<file path="src/rtl/sawfr_pkg.sv">
// Shared types, codes and the CRC-32 byte update for the file receiver.
package sawfr_pkg;

  localparam int CHUNK_MAX_DEF = 200;
  localparam logic [31:0] CRC_POLY = 32'hEDB8_8320;
  localparam logic [31:0] CRC_INIT = 32'hFFFF_FFFF;

  typedef enum logic [2:0] {
    ACT_OFFER    = 3'd0,
    ACT_HEADER   = 3'd1,
    ACT_BYTE     = 3'd2,
    ACT_COMPLETE = 3'd3,
    ACT_ABORT    = 3'd4,
    ACT_ACCEPT   = 3'd5,
    ACT_REJECT   = 3'd6,
    ACT_RESTART  = 3'd7
  } action_t;

  typedef enum logic [2:0] {
    RP_NONE   = 3'd0,
    RP_ACCEPT = 3'd1,
    RP_REJECT = 3'd2,
    RP_ACK    = 3'd3,
    RP_ABORT  = 3'd4
  } reply_t;

  typedef struct packed {
    logic [2:0]  action;
    logic [7:0]  seq;
    logic [47:0] peer_addr;
    logic [31:0] offset;
    logic [31:0] total_size;
    logic [31:0] announced_crc;
    logic [7:0]  offered_chunk;
    logic [7:0]  hdr_len;
    logic [7:0]  payload_byte;
    logic        write_ok;
    logic        open_ok;
  } in_item_t;

  typedef struct packed {
    logic        handled;
    logic [2:0]  reply_kind;
    logic [7:0]  reply_seq;
    logic [47:0] reply_addr;
    logic [2:0]  status;
    logic [31:0] bytes_received;
    logic [7:0]  chunk_in_use;
    logic        close_sink;
  } out_item_t;

  function automatic logic [31:0] crc_fold(input logic [31:0] crc, input logic [7:0] data);
    logic [31:0] r;
    r = crc ^ {24'd0, data};
    for (int k = 0; k < 8; k++) begin
      r = r[0] ? ((r >> 1) ^ CRC_POLY) : (r >> 1);
    end
    return r;
  endfunction

endpackage

</file>
<file path="src/rtl/sawfr_in_stage.sv">
// Input register stage: holds one transaction until the core takes it.
module sawfr_in_stage (
  input  logic                clk,
  input  logic                rst_n,
  input  logic                in_valid,
  output logic                in_stall,
  input  sawfr_pkg::in_item_t in_data,
  input  logic                adv,
  output logic                s1_valid,
  output sawfr_pkg::in_item_t s1_data
);
  import sawfr_pkg::*;

  logic     s1_valid_r;
  logic     s1_valid_nxt;
  in_item_t s1_data_r;
  logic     load;

  assign in_stall = s1_valid_r && !adv;
  assign load     = in_valid && !in_stall;

  always_comb begin
    if (load) begin
      s1_valid_nxt = 1'b1;
    end else if (adv) begin
      s1_valid_nxt = 1'b0;
    end else begin
      s1_valid_nxt = s1_valid_r;
    end
  end

  always_ff @(posedge clk) begin
    if (!rst_n) begin
      s1_valid_r <= 1'b0;
    end else begin
      s1_valid_r <= s1_valid_nxt;
    end
  end

  always_ff @(posedge clk) begin
    if (load) begin
      s1_data_r <= in_data;
    end
  end

  assign s1_valid = s1_valid_r;
  assign s1_data  = s1_data_r;

endmodule

</file>
<file path="src/rtl/sawfr_core.sv">
// Receiver state, per-event update and the result register.
module sawfr_core #(
  parameter int CHUNK_MAX = sawfr_pkg::CHUNK_MAX_DEF
) (
  input  logic                 clk,
  input  logic                 rst_n,
  input  logic                 s1_valid,
  input  sawfr_pkg::in_item_t  s1_data,
  output logic                 adv,
  output logic                 out_valid,
  input  logic                 out_stall,
  output sawfr_pkg::out_item_t out_data
);
  import sawfr_pkg::*;

  typedef enum logic [2:0] {
    PH_IDLE  = 3'd0,
    PH_OFFER = 3'd1,
    PH_RECV  = 3'd2,
    PH_DONE  = 3'd3,
    PH_FAIL  = 3'd4
  } phase_t;

  localparam logic [7:0] CHUNK_MAX_B = 8'(CHUNK_MAX);

  phase_t      phase_r, phase_nxt;
  logic [47:0] sender_addr_r, sender_addr_nxt;
  logic [31:0] expected_size_r, expected_size_nxt;
  logic [31:0] expected_crc_r, expected_crc_nxt;
  logic [7:0]  chunk_limit_r, chunk_limit_nxt;
  logic [31:0] byte_count_r, byte_count_nxt;
  logic [31:0] crc_r, crc_nxt;
  logic        sink_open_r, sink_open_nxt;
  logic        chunk_active_r, chunk_active_nxt;
  logic [7:0]  chunk_left_r, chunk_left_nxt;
  logic [7:0]  chunk_seq_r, chunk_seq_nxt;
  logic        out_valid_r, out_valid_nxt;
  out_item_t   out_data_r, out_data_nxt;

  logic        go;
  logic        handled;
  reply_t      rkind;
  logic [7:0]  rseq;
  logic        close_req;
  logic [7:0]  left_dec;

  assign adv      = !out_valid_r || !out_stall;
  assign go       = s1_valid && adv;
  assign left_dec = chunk_left_r - 8'd1;

  always_comb begin
    phase_nxt         = phase_r;
    sender_addr_nxt   = sender_addr_r;
    expected_size_nxt = expected_size_r;
    expected_crc_nxt  = expected_crc_r;
    chunk_limit_nxt   = chunk_limit_r;
    byte_count_nxt    = byte_count_r;
    crc_nxt           = crc_r;
    sink_open_nxt     = sink_open_r;
    chunk_active_nxt  = chunk_active_r;
    chunk_left_nxt    = chunk_left_r;
    chunk_seq_nxt     = chunk_seq_r;
    handled           = 1'b0;
    rkind             = RP_NONE;
    rseq              = 8'd0;
    close_req         = 1'b0;
    case (s1_data.action)
      ACT_OFFER: begin
        if (phase_r == PH_IDLE) begin
          sender_addr_nxt   = s1_data.peer_addr;
          expected_size_nxt = s1_data.total_size;
          expected_crc_nxt  = s1_data.announced_crc;
          chunk_limit_nxt   = (s1_data.offered_chunk == 8'd0 ||
                               s1_data.offered_chunk > CHUNK_MAX_B) ?
                              CHUNK_MAX_B : s1_data.offered_chunk;
          phase_nxt         = PH_OFFER;
          handled           = 1'b1;
        end
      end
      ACT_HEADER: begin
        if (phase_r == PH_RECV) begin
          if (s1_data.offset != byte_count_r) begin
            chunk_active_nxt = 1'b0;
            chunk_left_nxt   = 8'd0;
          end else begin
            handled       = 1'b1;
            chunk_seq_nxt = s1_data.seq;
            if (s1_data.hdr_len == 8'd0) begin
              chunk_active_nxt = 1'b0;
              chunk_left_nxt   = 8'd0;
              rkind            = RP_ACK;
              rseq             = s1_data.seq;
            end else begin
              chunk_active_nxt = 1'b1;
              chunk_left_nxt   = s1_data.hdr_len;
            end
          end
        end
      end
      ACT_BYTE: begin
        if (phase_r == PH_RECV && chunk_active_r) begin
          handled = 1'b1;
          if (sink_open_r && !s1_data.write_ok) begin
            rkind            = RP_ABORT;
            rseq             = chunk_seq_r;
            phase_nxt        = PH_FAIL;
            chunk_active_nxt = 1'b0;
            chunk_left_nxt   = 8'd0;
          end else begin
            crc_nxt        = crc_fold(crc_r, s1_data.payload_byte);
            byte_count_nxt = byte_count_r + 32'd1;
            chunk_left_nxt = left_dec;
            if (left_dec == 8'd0) begin
              chunk_active_nxt = 1'b0;
              rkind            = RP_ACK;
              rseq             = chunk_seq_r;
            end
          end
        end
      end
      ACT_COMPLETE: begin
        if (phase_r == PH_RECV) begin
          handled = 1'b1;
          if ((~crc_r) == expected_crc_r && byte_count_r == expected_size_r) begin
            phase_nxt = PH_DONE;
          end else begin
            rkind     = RP_ABORT;
            rseq      = s1_data.seq;
            phase_nxt = PH_FAIL;
          end
          close_req        = sink_open_r;
          sink_open_nxt    = 1'b0;
          chunk_active_nxt = 1'b0;
          chunk_left_nxt   = 8'd0;
        end
      end
      ACT_ABORT: begin
        handled          = 1'b1;
        phase_nxt        = PH_FAIL;
        close_req        = sink_open_r;
        sink_open_nxt    = 1'b0;
        chunk_active_nxt = 1'b0;
        chunk_left_nxt   = 8'd0;
      end
      ACT_ACCEPT: begin
        if (phase_r == PH_OFFER) begin
          if (!s1_data.open_ok) begin
            phase_nxt = PH_FAIL;
          end else begin
            handled          = 1'b1;
            sink_open_nxt    = 1'b1;
            rkind            = RP_ACCEPT;
            phase_nxt        = PH_RECV;
            byte_count_nxt   = 32'd0;
            crc_nxt          = CRC_INIT;
            chunk_active_nxt = 1'b0;
            chunk_left_nxt   = 8'd0;
          end
        end
      end
      ACT_REJECT: begin
        if (phase_r == PH_OFFER) begin
          handled   = 1'b1;
          rkind     = RP_REJECT;
          phase_nxt = PH_IDLE;
        end
      end
      ACT_RESTART: begin
        close_req         = sink_open_r;
        handled           = 1'b1;
        phase_nxt         = PH_IDLE;
        sender_addr_nxt   = 48'd0;
        expected_size_nxt = 32'd0;
        expected_crc_nxt  = 32'd0;
        chunk_limit_nxt   = 8'd0;
        byte_count_nxt    = 32'd0;
        crc_nxt           = CRC_INIT;
        sink_open_nxt     = 1'b0;
        chunk_active_nxt  = 1'b0;
        chunk_left_nxt    = 8'd0;
        chunk_seq_nxt     = 8'd0;
      end
      default: begin
        handled = 1'b0;
      end
    endcase
  end

  always_comb begin
    out_data_nxt.handled        = handled;
    out_data_nxt.reply_kind     = rkind;
    out_data_nxt.reply_seq      = rseq;
    out_data_nxt.reply_addr     = sender_addr_nxt;
    out_data_nxt.status         = phase_nxt;
    out_data_nxt.bytes_received = byte_count_nxt;
    out_data_nxt.chunk_in_use   = chunk_limit_nxt;
    out_data_nxt.close_sink     = close_req;
    out_valid_nxt = go ? 1'b1 : (out_valid_r && out_stall);
  end

  always_ff @(posedge clk) begin
    if (!rst_n) begin
      phase_r         <= PH_IDLE;
      sender_addr_r   <= 48'd0;
      expected_size_r <= 32'd0;
      expected_crc_r  <= 32'd0;
      chunk_limit_r   <= 8'd0;
      byte_count_r    <= 32'd0;
      crc_r           <= CRC_INIT;
      sink_open_r     <= 1'b0;
      chunk_active_r  <= 1'b0;
      chunk_left_r    <= 8'd0;
      chunk_seq_r     <= 8'd0;
      out_valid_r     <= 1'b0;
    end else begin
      out_valid_r <= out_valid_nxt;
      if (go) begin
        phase_r         <= phase_nxt;
        sender_addr_r   <= sender_addr_nxt;
        expected_size_r <= expected_size_nxt;
        expected_crc_r  <= expected_crc_nxt;
        chunk_limit_r   <= chunk_limit_nxt;
        byte_count_r    <= byte_count_nxt;
        crc_r           <= crc_nxt;
        sink_open_r     <= sink_open_nxt;
        chunk_active_r  <= chunk_active_nxt;
        chunk_left_r    <= chunk_left_nxt;
        chunk_seq_r     <= chunk_seq_nxt;
      end
    end
  end

  always_ff @(posedge clk) begin
    if (go) begin
      out_data_r <= out_data_nxt;
    end
  end

  assign out_valid = out_valid_r;
  assign out_data  = out_data_r;

  a_chunk_in_recv: assert property (@(posedge clk) disable iff (!rst_n)
    chunk_active_r |-> phase_r == PH_RECV)
    else $error("chunk armed outside receiving phase");

  a_chunk_left_nonzero: assert property (@(posedge clk) disable iff (!rst_n)
    chunk_active_r |-> chunk_left_r != 8'd0)
    else $error("armed chunk has no bytes left");

  a_sink_phase: assert property (@(posedge clk) disable iff (!rst_n)
    sink_open_r |-> (phase_r == PH_RECV || phase_r == PH_FAIL))
    else $error("sink open in unexpected phase");

  a_reply_handled: assert property (@(posedge clk) disable iff (!rst_n)
    (out_valid_r && out_data_r.reply_kind != RP_NONE) |-> out_data_r.handled)
    else $error("reply issued for unhandled event");

endmodule

</file>
<file path="src/rtl/stop_and_wait_file_receiver_unit.sv">
// Top level of the stop-and-wait file receiver.
// Usage:
//   in_valid/in_stall/in_data carry one event transaction (offer, data header,
//   data byte, complete, abort, accept, reject, restart).
//   out_valid/out_stall/out_data carry exactly one result transaction per
//   event: handled flag, reply to send, status, byte count, chunk size in use
//   and a close-sink request.
//   A transaction moves on a rising edge with valid high and stall low.
//   An accepted event goes through the input register, then the result register,
//   before its result is valid. Throughput: one event per cycle while out_stall is low; the
//   byte-wide CRC-32 update is a single combinational fold between the two registers.
//   When out_stall is held, the result register keeps its transaction, the
//   input register fills, and in_stall rises; no transaction is lost.
//   Reset (rst_n low, synchronous) empties both registers and returns the
//   receiver to idle with a zero byte count and the CRC register at all ones.
module stop_and_wait_file_receiver_unit #(
  parameter int CHUNK_MAX = sawfr_pkg::CHUNK_MAX_DEF
) (
  input  logic                 clk,
  input  logic                 rst_n,
  input  logic                 in_valid,
  output logic                 in_stall,
  input  sawfr_pkg::in_item_t  in_data,
  output logic                 out_valid,
  input  logic                 out_stall,
  output sawfr_pkg::out_item_t out_data
);
  import sawfr_pkg::*;

  logic     adv;
  logic     s1_valid;
  in_item_t s1_data;

  sawfr_in_stage u_in_stage (
    .clk      (clk),
    .rst_n    (rst_n),
    .in_valid (in_valid),
    .in_stall (in_stall),
    .in_data  (in_data),
    .adv      (adv),
    .s1_valid (s1_valid),
    .s1_data  (s1_data)
  );

  sawfr_core #(
    .CHUNK_MAX (CHUNK_MAX)
  ) u_core (
    .clk       (clk),
    .rst_n     (rst_n),
    .s1_valid  (s1_valid),
    .s1_data   (s1_data),
    .adv       (adv),
    .out_valid (out_valid),
    .out_stall (out_stall),
    .out_data  (out_data)
  );

endmodule
</file>
<file path="config.mk">
export PLATFORM = sky130hd
export DESIGN_NAME = stop_and_wait_file_receiver_unit
export DESIGN_NICKNAME = d
export VERILOG_FILES = /design/src/rtl/sawfr_pkg.sv /design/src/rtl/sawfr_in_stage.sv /design/src/rtl/sawfr_core.sv /design/src/rtl/stop_and_wait_file_receiver_unit.sv
export SDC_FILE = /design/constraint.sdc
export NUM_CORES = 1
export LEC_CHECK = 0
export BUFFER_PORTS_ARGS = -buffer_cell sky130_fd_sc_hd__buf_2
export CORE_UTILIZATION = 53
export CTS_CLUSTER_DIAMETER = 120
export DETAILED_ROUTE_END_ITERATION = 6
export GPL_ROUTABILITY_DRIVEN = 1
export PLACE_DENSITY = 0.76
export REMOVE_ABC_BUFFERS = 1
export SLEW_MARGIN = 20
export SYNTH_ARGS = -nofsm -noshare
export SYNTH_HDL_FRONTEND = slang
export SYNTH_SLANG_ARGS = --single-unit
</file>
<file path="constraint.sdc">
create_clock -name clk -period 33 [get_ports clk]
set_input_delay 4.95 -clock clk [delete_from_list [all_inputs] [get_ports clk]]
set_output_delay 4.95 -clock clk [all_outputs]
set_load 0.01 [all_outputs]
</file>
==> results, run 1 <==
- The number of instances in the synthesized netlist is 1856.
- Of the cells placed in the final design, the portion with a size suffix greater than 1 is 0.201.
- Clock tree synthesis found a total of 492 sinks.
- The distinct cell type count after synthesis is 66.
- The count of synthesis-stage warnings from yosys is 0.
- The die is 198 µm wide.
- In the final routed layout, each cell accounts on average for 19.3 µm.
- The pre-CTS setup slack is 22530 ps.
- The total CTS buffers is 49.
- The floorplan has 71 rows.
- The share of the Yosys chip area taken by registers is 0.621.
- The full die area is 39400 µm².
- For this run, design rule violations remaining after detail routing come to 0.
- The floorplan step defined a core boundary enclosing 37800 µm².
- The multi-input combinational cells in the finished layout cover a total of 7180 µm².
- The run finished with clean final reports.
- The initial DRC count is 1344.
- In the layout the commonest cells are 290 x sky130_fd_sc_hd__buf_2, 285 x sky130_fd_sc_hd__edfxtp_1, 247 x sky130_fd_sc_hd__nand2_1, 207 x sky130_fd_sc_hd__dfxtp_1, 153 x sky130_fd_sc_hd__nand3_1.
- The cell at the root of the clock tree is sky130_fd_sc_hd__clkbuf_16.
- The first-pass GRT wire length is 78200 µm.
- Once the clock tree was built, the setup fixing pass inserted 0 buffers.
- In the final design database the tool counted 2264 nets.
- TritonCTS built the clock tree.
- The tool flagged a number of max-cap violations equal to 0.
- Across every metal layer, demand over resource in global routing totals 0.257.
- Clock-pin slew was measured on the worst setup and hold paths at 60 ps.
- The signal on the critical path passes through buf_2 -> and3_1 -> buf_2.
- The routed layout has 15300 vias.
- The number of hold violations in the final report is 0.
- The clock insertion delay at the later pin of the skew report is 580 ps.
- The initial utilization of the core area, before any placement, comes to 0.540.
- Compared with the post-synthesis result, the final layout area differs by 16.9%.
- After legalization and detailed placement, the total HPWL measured 33300 µm.
- The most used flip-flop cell after synthesis is sky130_fd_sc_hd__edfxtp_1.
- The worst min-delay path class is flop to flop.
- The number of buffers inserted by port buffering is 290.
- For this run, asynchronously set or reset flops after synthesis account for 0.
- Headroom to the max-slew limit came out at 0.175.
- Before antenna repair, the detailed router went through 6 iterations.
- The largest stage delay on the critical path is 270 ps.
- The number of hold buffers added after CTS was 0.
- The die is 198 µm tall.
- The number of buffers and inverters on the critical path is 2.
- For this design the ratio of total power to cell area is 57.5 nW/µm².
- The total setup violations reported at the end of the flow is 0.
- At the worst endpoint, the arrival time is 5510 ps.
- The top achievable clock speed is 95.6 MHz.
- After synthesis the cells add up to 20400 µm².
- The layout filler cell count is 3013.
- For this run, the share of the core covered by cells in the final layout is 0.632.
- Counting flops and latches in the post-synthesis netlist gives 492.
- The via count of the first global-routing pass is 14400.
- The final wirelength is 50800 µm.
- The family with the most delay on the worst path is buffers and inverters.
- The final period utilization is 0.317.
- The number of cells upsized or downsized after cts is 0.
- Overall power consumption after layout is estimated at 1.38 mW.
- The sequential cells in the finished layout cover a total of 12700 µm².
- The count of pins over their slew limit is 0.
- IR analysis of the VDD net gives a maximum drop of 0.0498 mV.
- At the worst endpoint, the required time is 28050 ps.
- The worst setup path is captured at an output pin.
- The pin slew with the least headroom to its limit is 1230 ps.
- In this run the static leakage power is 9.16 nW.
- Setup repair after global routing left no endpoint under its margin.
- The number of flops mapped to enable cells by yosys is 285.
- The most frequent standard cell in the layout excluding fill and tap cells is sky130_fd_sc_hd__buf_2.
- The nature of the critical path startpoint is an input port.
- Counting stages on the worst path, the most repeated cell is sky130_fd_sc_hd__buf_2.
- The critical path is of the input port to output pin type.
- Of all nets on the critical path, the largest fanout is 3.
- Entering global routing, the biggest net connects 85 pins.
- The longest clock path from root to sink contains 3 buffers.
- The setup TNS is 0 ps.
- The slowest cell on the critical path is sky130_fd_sc_hd__and3_1.
- Between clock sinks in the finished design, the worst skew comes to 19.2 ps.
- The final critical-path setup slack is 22540 ps.
- The routability congestion estimate is 0.884.
- The shortest period the worst path allows is 10460 ps.
- The number of antenna violations at the first check in global routing came to 5.
- The H-tree was split into 2 levels.
- Summed over all layers, the global routing overflow is 0.
- Using the TritonRoute via totals, the vias-per-cell ratio works out to 5.80.
- The average instance area after synthesis is 11.0 µm².
- The I/O pin count is 291.
- Once detail routing completed, the nets flagged for antenna violations numbered 0.
- Final hold analysis gives a worst-case slack of 461 ps.
[per-layer routing]
layer  routed length (µm)  global-route usage  vias up
li1                     -                   -     7126
met1                20700               0.344     7334
met2                24300               0.417      711
met3                 4060              0.0373      106
met4                 1660               0.110        0
met5                    0                   0        -
[cell type report]
cell class                      count  share of cell area
Antenna cell                        5            0.000523
Clock buffer                       77              0.0624
Clock inverter                     15             0.00952
Inverter                           16             0.00283
Multi-Input combinational cell   1211               0.300
Sequential cell                   492               0.531
Tap cell                          511              0.0267
Timing Repair Buffer              306              0.0663
[worst min-delay path, stage by stage (launching register included)]
cell and delay [ps]:
sky130_fd_sc_hd__dfxtp_1 310, sky130_fd_sc_hd__nand2_1 50, sky130_fd_sc_hd__a21oi_1 50
[sequential cells by signal, summed over array words and instances (netlist names)]
signal	cells
u_in_stage.s1_data	181
u_core.out_data	104
u_core.sender_addr_r	48
u_core.byte_count_r	32
u_core.crc_r	32
u_core.expected_crc_r	32
u_core.expected_size_r	32
u_core.chunk_left_r	8
u_core.chunk_limit_r	8
u_core.chunk_seq_r	8
u_core.phase_r	3
u_core.chunk_active_r	1
u_core.out_valid	1
u_core.sink_open_r	1
u_in_stage.s1_valid	1
[cells in the mapped netlist (4+ instances only)]
cell type,n,area share
sky130_fd_sc_hd__nand3_1,153,0.037
sky130_fd_sc_hd__and2_1,8,0.0024
sky130_fd_sc_hd__or2_2,4,0.0012
sky130_fd_sc_hd__nor3b_1,4,0.0015
sky130_fd_sc_hd__a32oi_1,6,0.0026
sky130_fd_sc_hd__and4_1,5,0.0021
sky130_fd_sc_hd__o22ai_1,34,0.010
sky130_fd_sc_hd__xnor2_2,6,0.0048
sky130_fd_sc_hd__or3_1,13,0.0040
sky130_fd_sc_hd__nand2_1,251,0.046
sky130_fd_sc_hd__dfxtp_1,207,0.20
sky130_fd_sc_hd__nor3_1,24,0.0059
sky130_fd_sc_hd__inv_1,16,0.0029
sky130_fd_sc_hd__or4_1,8,0.0029
sky130_fd_sc_hd__o31ai_1,11,0.0040
sky130_fd_sc_hd__a31oi_1,26,0.0080
sky130_fd_sc_hd__o21ai_0,72,0.018
sky130_fd_sc_hd__a22oi_1,45,0.017
sky130_fd_sc_hd__clkbuf_1,113,0.021
sky130_fd_sc_hd__nand2b_1,6,0.0018
sky130_fd_sc_hd__buf_2,20,0.0049
sky130_fd_sc_hd__a41oi_1,4,0.0017
sky130_fd_sc_hd__mux2i_1,11,0.0054
sky130_fd_sc_hd__o211ai_1,4,0.0015
sky130_fd_sc_hd__edfxtp_1,285,0.42
sky130_fd_sc_hd__and3_1,10,0.0031
sky130_fd_sc_hd__xnor2_1,87,0.037
sky130_fd_sc_hd__nor4_1,28,0.0086
sky130_fd_sc_hd__nand4_1,17,0.0052
sky130_fd_sc_hd__xor2_1,75,0.032
sky130_fd_sc_hd__nor2_1,123,0.023
sky130_fd_sc_hd__a22o_1,13,0.0056
sky130_fd_sc_hd__a21oi_1,109,0.027
[logic make-up after synthesis]
group           Yosys count  share of synthesized area
compound gates          347                      0.104
xor+xnor                172                     0.0791
fa+ha+maj                 3                    0.00184
buf+inv                 153                     0.0295
flops                   492                      0.621
mux                      14                    0.00704
simple gates            675                      0.157
[per-stage QoR]
stage                     cell area [µm²]  std cells
after floorplan                     19900       1719
after global placement              22200       2535
after detailed placement            22200       2535
after CTS                           23900       2627
after global routing                23900       2633
final                               23900       2633
[power breakdown]
part           internal [mW]  switching (mW)
Combinational         0.0375          0.0605
Sequential             0.676          0.0146
Clock                  0.357           0.230
Total                   1.07           0.305
[final timing paths]
path	start	cells after the start	to	slack [ps]
worst min register to register	u_core.expected_size_r[16]$_SDFFE_PN0P_	2	u_core.expected_size_r[16]$_SDFFE_PN0P_	460
worst min-delay path	u_core.expected_size_r[16]$_SDFFE_PN0P_	2	u_core.expected_size_r[16]$_SDFFE_PN0P_	460
worst max register to register	u_in_stage.s1_data[180]$_DFFE_PP_	8	u_core.expected_crc_r[16]$_SDFFE_PN0P_	28920
worst max-delay path	out_stall	3	in_stall	22540
(Power assumes the default switching activity.)
==> run 2, diff against run 1 <==
Clock period 33 ns to 10 ns, I/O delays scaled along.
==> results, run 2 (synthesized netlist as in run 1, its figures left out) <==
- Outcome: complete, no violations (unchanged).
- The maximum fanout count along the critical path was 87 (was 3).
- The cell at the root of the clock tree was sky130_fd_sc_hd__clkbuf_16 (unchanged).
- The top achievable clock speed is 254 MHz.
- The post-CTS clock slew at the launch and capture registers of the worst setup and hold paths is 60 ps (about the same).
- The launching element of the worst setup path was u_in_stage.s1_data[180]$_DFFE_PP_ (was out_stall).
- The arrival time of the worst setup path is 4450 ps (was 5510 ps).
- The final critical-path setup slack is 6060 ps (was 22540 ps).
- The cell leakage power is 9.11 nW (was 9.16 nW).
- The depth of the most critical reg-to-reg path came to 8 (unchanged).
- The number of flip-flops in the largest register is 181 (unchanged).
- The post-cts hold buffer count came to 0 (unchanged).
- The max-cap check violation count is 0 (unchanged).
- The worst supply voltage drop on vdd is 0.131 mV (was 0.0498 mV).
- The total setup violations reported at the end of the flow is 0 (unchanged).
- The routability congestion estimate is 0.873 (was 0.884).
- The capturing point of the worst reg2reg path is u_core.expected_crc_r[3]$_SDFFE_PN0P_ (was u_core.expected_crc_r[16]$_SDFFE_PN0P_).
- The pre-CTS setup slack came to 5870 ps (was 22530 ps).
- The pin slew with the least headroom to its limit is 1090 ps (was 1230 ps).
- The clock tree from TritonCTS is done (unchanged).
- The number of buffers inserted to repair setup after CTS is 0 (unchanged).
- The worst min-delay path class is flop to flop (unchanged).
- The first-pass GRT wire length is 78700 µm (was 78200 µm).
- The nature of the critical path startpoint is a flop (was input port).
- The total iterations of the first detailed-routing run came to 6 (unchanged).
- The via count of the first global-routing pass is 14300 (was 14400).
- The H-tree depth is 2 (unchanged).
- The initial standard-cell utilization of the core is 0.540 (unchanged).
- The total via count in the routed design is 15200 (was 15300).
- Highest-count cells in the layout ignoring fill and taps: 290 x sky130_fd_sc_hd__buf_2, 285 x sky130_fd_sc_hd__edfxtp_1, 247 x sky130_fd_sc_hd__nand2_1, 207 x sky130_fd_sc_hd__dfxtp_1, 153 x sky130_fd_sc_hd__nand3_1 (unchanged).
- The number of hold violations in the final report is 0 (unchanged).
- The pin count of the biggest net entering global routing is 88 (was 85).
- The I/O pin count is 291 (unchanged).
- The maximum clock skew at final layout was 26.6 ps (was 19.2 ps).
- The count of standard-cell rows came to 71 (unchanged).
- The placeable core area is 37800 µm² (unchanged).
- The remaining global-route overflow was 0 (unchanged).
- The shortest period the worst path allows is 3940 ps.
- The total CTS buffers was 50 (was 49).
- Unrepaired setup endpoints after global routing: no (unchanged).
- The number of antenna violations at the first check in global routing is 3 (was 5).
- The count of non-filler cells in the finished layout was 2632 (was 2633).
- The cell area power density is 185 nW/µm² (was 57.5 nW/µm²).
- The layout filler cell count is 3073 (was 3013).
- The number of sinks handled by clock tree synthesis came to 492 (unchanged).
- The mean number of vias per cell is 5.79 (was 5.80).
- The setup slack of the most critical reg-to-reg path is 6060 ps (was 28920 ps).
- In the finished design, the share of the clock period the worst path needs comes to 0.394.
- The final wirelength is 51400 µm (was 50800 µm).
- The overall power after layout is 4.41 mW (was 1.38 mW).
- The relative slew slack is 0.265 (was 0.175).
- The most frequent standard cell in the layout excluding fill and tap cells is sky130_fd_sc_hd__buf_2 (unchanged).
- The category of the most critical setup path is flop to flop (was input port to output pin).
- The count of pins over their slew limit is 0 (unchanged).
- The launch point of the worst reg-to-reg path was u_in_stage.s1_data[180]$_DFFE_PP_ (unchanged).
- The worst path required time is 10510 ps (was 28050 ps).
- The type of destination of the critical path is a flop (was output pin).
- The number of cells upsized or downsized after cts is 0 (unchanged).
- The number of buffers inserted by port buffering is 290 (unchanged).
- The number of remaining DRC errors is 0 (unchanged).
- The end point of the critical path is u_core.expected_crc_r[3]$_SDFFE_PN0P_ (was in_stall).
- The full die area is 39400 µm² (unchanged).
- The clock insertion delay at the later pin of the skew report was 590 ps (was 580 ps).
- The final hold slack is 466 ps (was 461 ps).
- The initial DRC count is 1192 (was 1344).
- The average detailed-routed wire length per instance is 19.5 µm (was 19.3 µm).
- The post-detailed-route count of antenna-violating nets came to 0 (unchanged).
- The final-stage net count came to 2266 (was 2264).
- The overall die height is 198 µm (unchanged).
- The half-perimeter wire length after placement came to 33500 µm (was 33300 µm).
- The all-layer global routing usage is 0.260 (was 0.257).
- The fraction of final layout cells sized beyond drive strength 1 is 0.198 (was 0.201).
- The maximum root-to-sink buffer count is 3 (unchanged).
- The number of cells in the design after placement is 2535 (unchanged).
- The layout overhead on the synthesized area came to 16.4% (was 16.9%).
- The die boundary width is 198 µm (unchanged).
==> run 2: cell types whose count changed in the layout (fill, tap and decap cells not counted), sizes merged <==
cell	before	now
diode	5	2
bufinv	6	2
clkbuf	77	75
clkinvlp	0	1
clkinv	8	14
buf	306	307
==> run 2: per-layer routing <==
metal / wire (µm) / up-vias / part of all wire / global-route usage
li1: - / 7135 / - / -
met1: 21200 / 7274 / 0.41 / 0.352
met2: 24600 / 719 / 0.48 / 0.416
met3: 3970 / 99 / 0.077 / 0.0397
met4: 1650 / 0 / 0.032 / 0.113
met5: 0 / - / 0 / 0
==> run 2: layout make-up <==
cell class	count	area (µm²)	area share
Sequential cell	492	12700	0.534
Multi-Input combinational cell	1211	7180	0.302
Timing Repair Buffer	307	1630	0.0685
Clock buffer	75	1440	0.0603
Tap cell	511	639	0.0269
Clock inverter	18	139	0.00583
Inverter	16	67.6	0.00284
Antenna cell	2	5.00	0.000210
==> run 2: report_power, final <==
| group | switching (mW) | internal, mW |
|---|---|---|
| Clock | 0.762 | 1.04 |
| Combinational | 0.199 | 0.126 |
| Sequential | 0.0503 | 2.23 |
==> run 2: worst min path at each step <==
| stage | startpoint | end | depth (start not counted) |
|---|---|---|---|
| after floorplan | u_core.expected_size_r[0]$_SDFFE_PN0P_ | u_core.expected_size_r[0]$_SDFFE_PN0P_ | 2 |
| after global placement | u_core.expected_size_r[30]$_SDFFE_PN0P_ | u_core.expected_size_r[30]$_SDFFE_PN0P_ | 2 |
| after detailed placement | u_core.chunk_seq_r[3]$_SDFFE_PN0P_ | u_core.chunk_seq_r[3]$_SDFFE_PN0P_ | 2 |
| after CTS | u_core.expected_size_r[28]$_SDFFE_PN0P_ | u_core.expected_size_r[28]$_SDFFE_PN0P_ | 2 |
| after global routing | u_core.expected_crc_r[25]$_SDFFE_PN0P_ | u_core.expected_crc_r[25]$_SDFFE_PN0P_ | 2 |
| final | u_core.expected_crc_r[13]$_SDFFE_PN0P_ | u_core.expected_crc_r[13]$_SDFFE_PN0P_ | 2 |
==> run 2: through the flow <==
step / util / setup TNS [ps] / instance area, µm²
after floorplan: - / -77730 / 19900
after global placement: 0.585 / 0 / 22100
after detailed placement: 0.586 / 0 / 22200
after CTS: 0.628 / 0 / 23800
after global routing: 0.629 / 0 / 23800
final: 0.629 / 0 / 23800
==> run 2: critical path, cell delays in order (launching register included) <==
cell	delay, ps
sky130_fd_sc_hd__edfxtp_1	750
sky130_fd_sc_hd__nor3_1	130
sky130_fd_sc_hd__buf_4	220
sky130_fd_sc_hd__nand2_2	760
sky130_fd_sc_hd__nand2_1	440
sky130_fd_sc_hd__nand2_4	380
sky130_fd_sc_hd__buf_4	770
sky130_fd_sc_hd__nand2_1	160
sky130_fd_sc_hd__a21oi_1	160
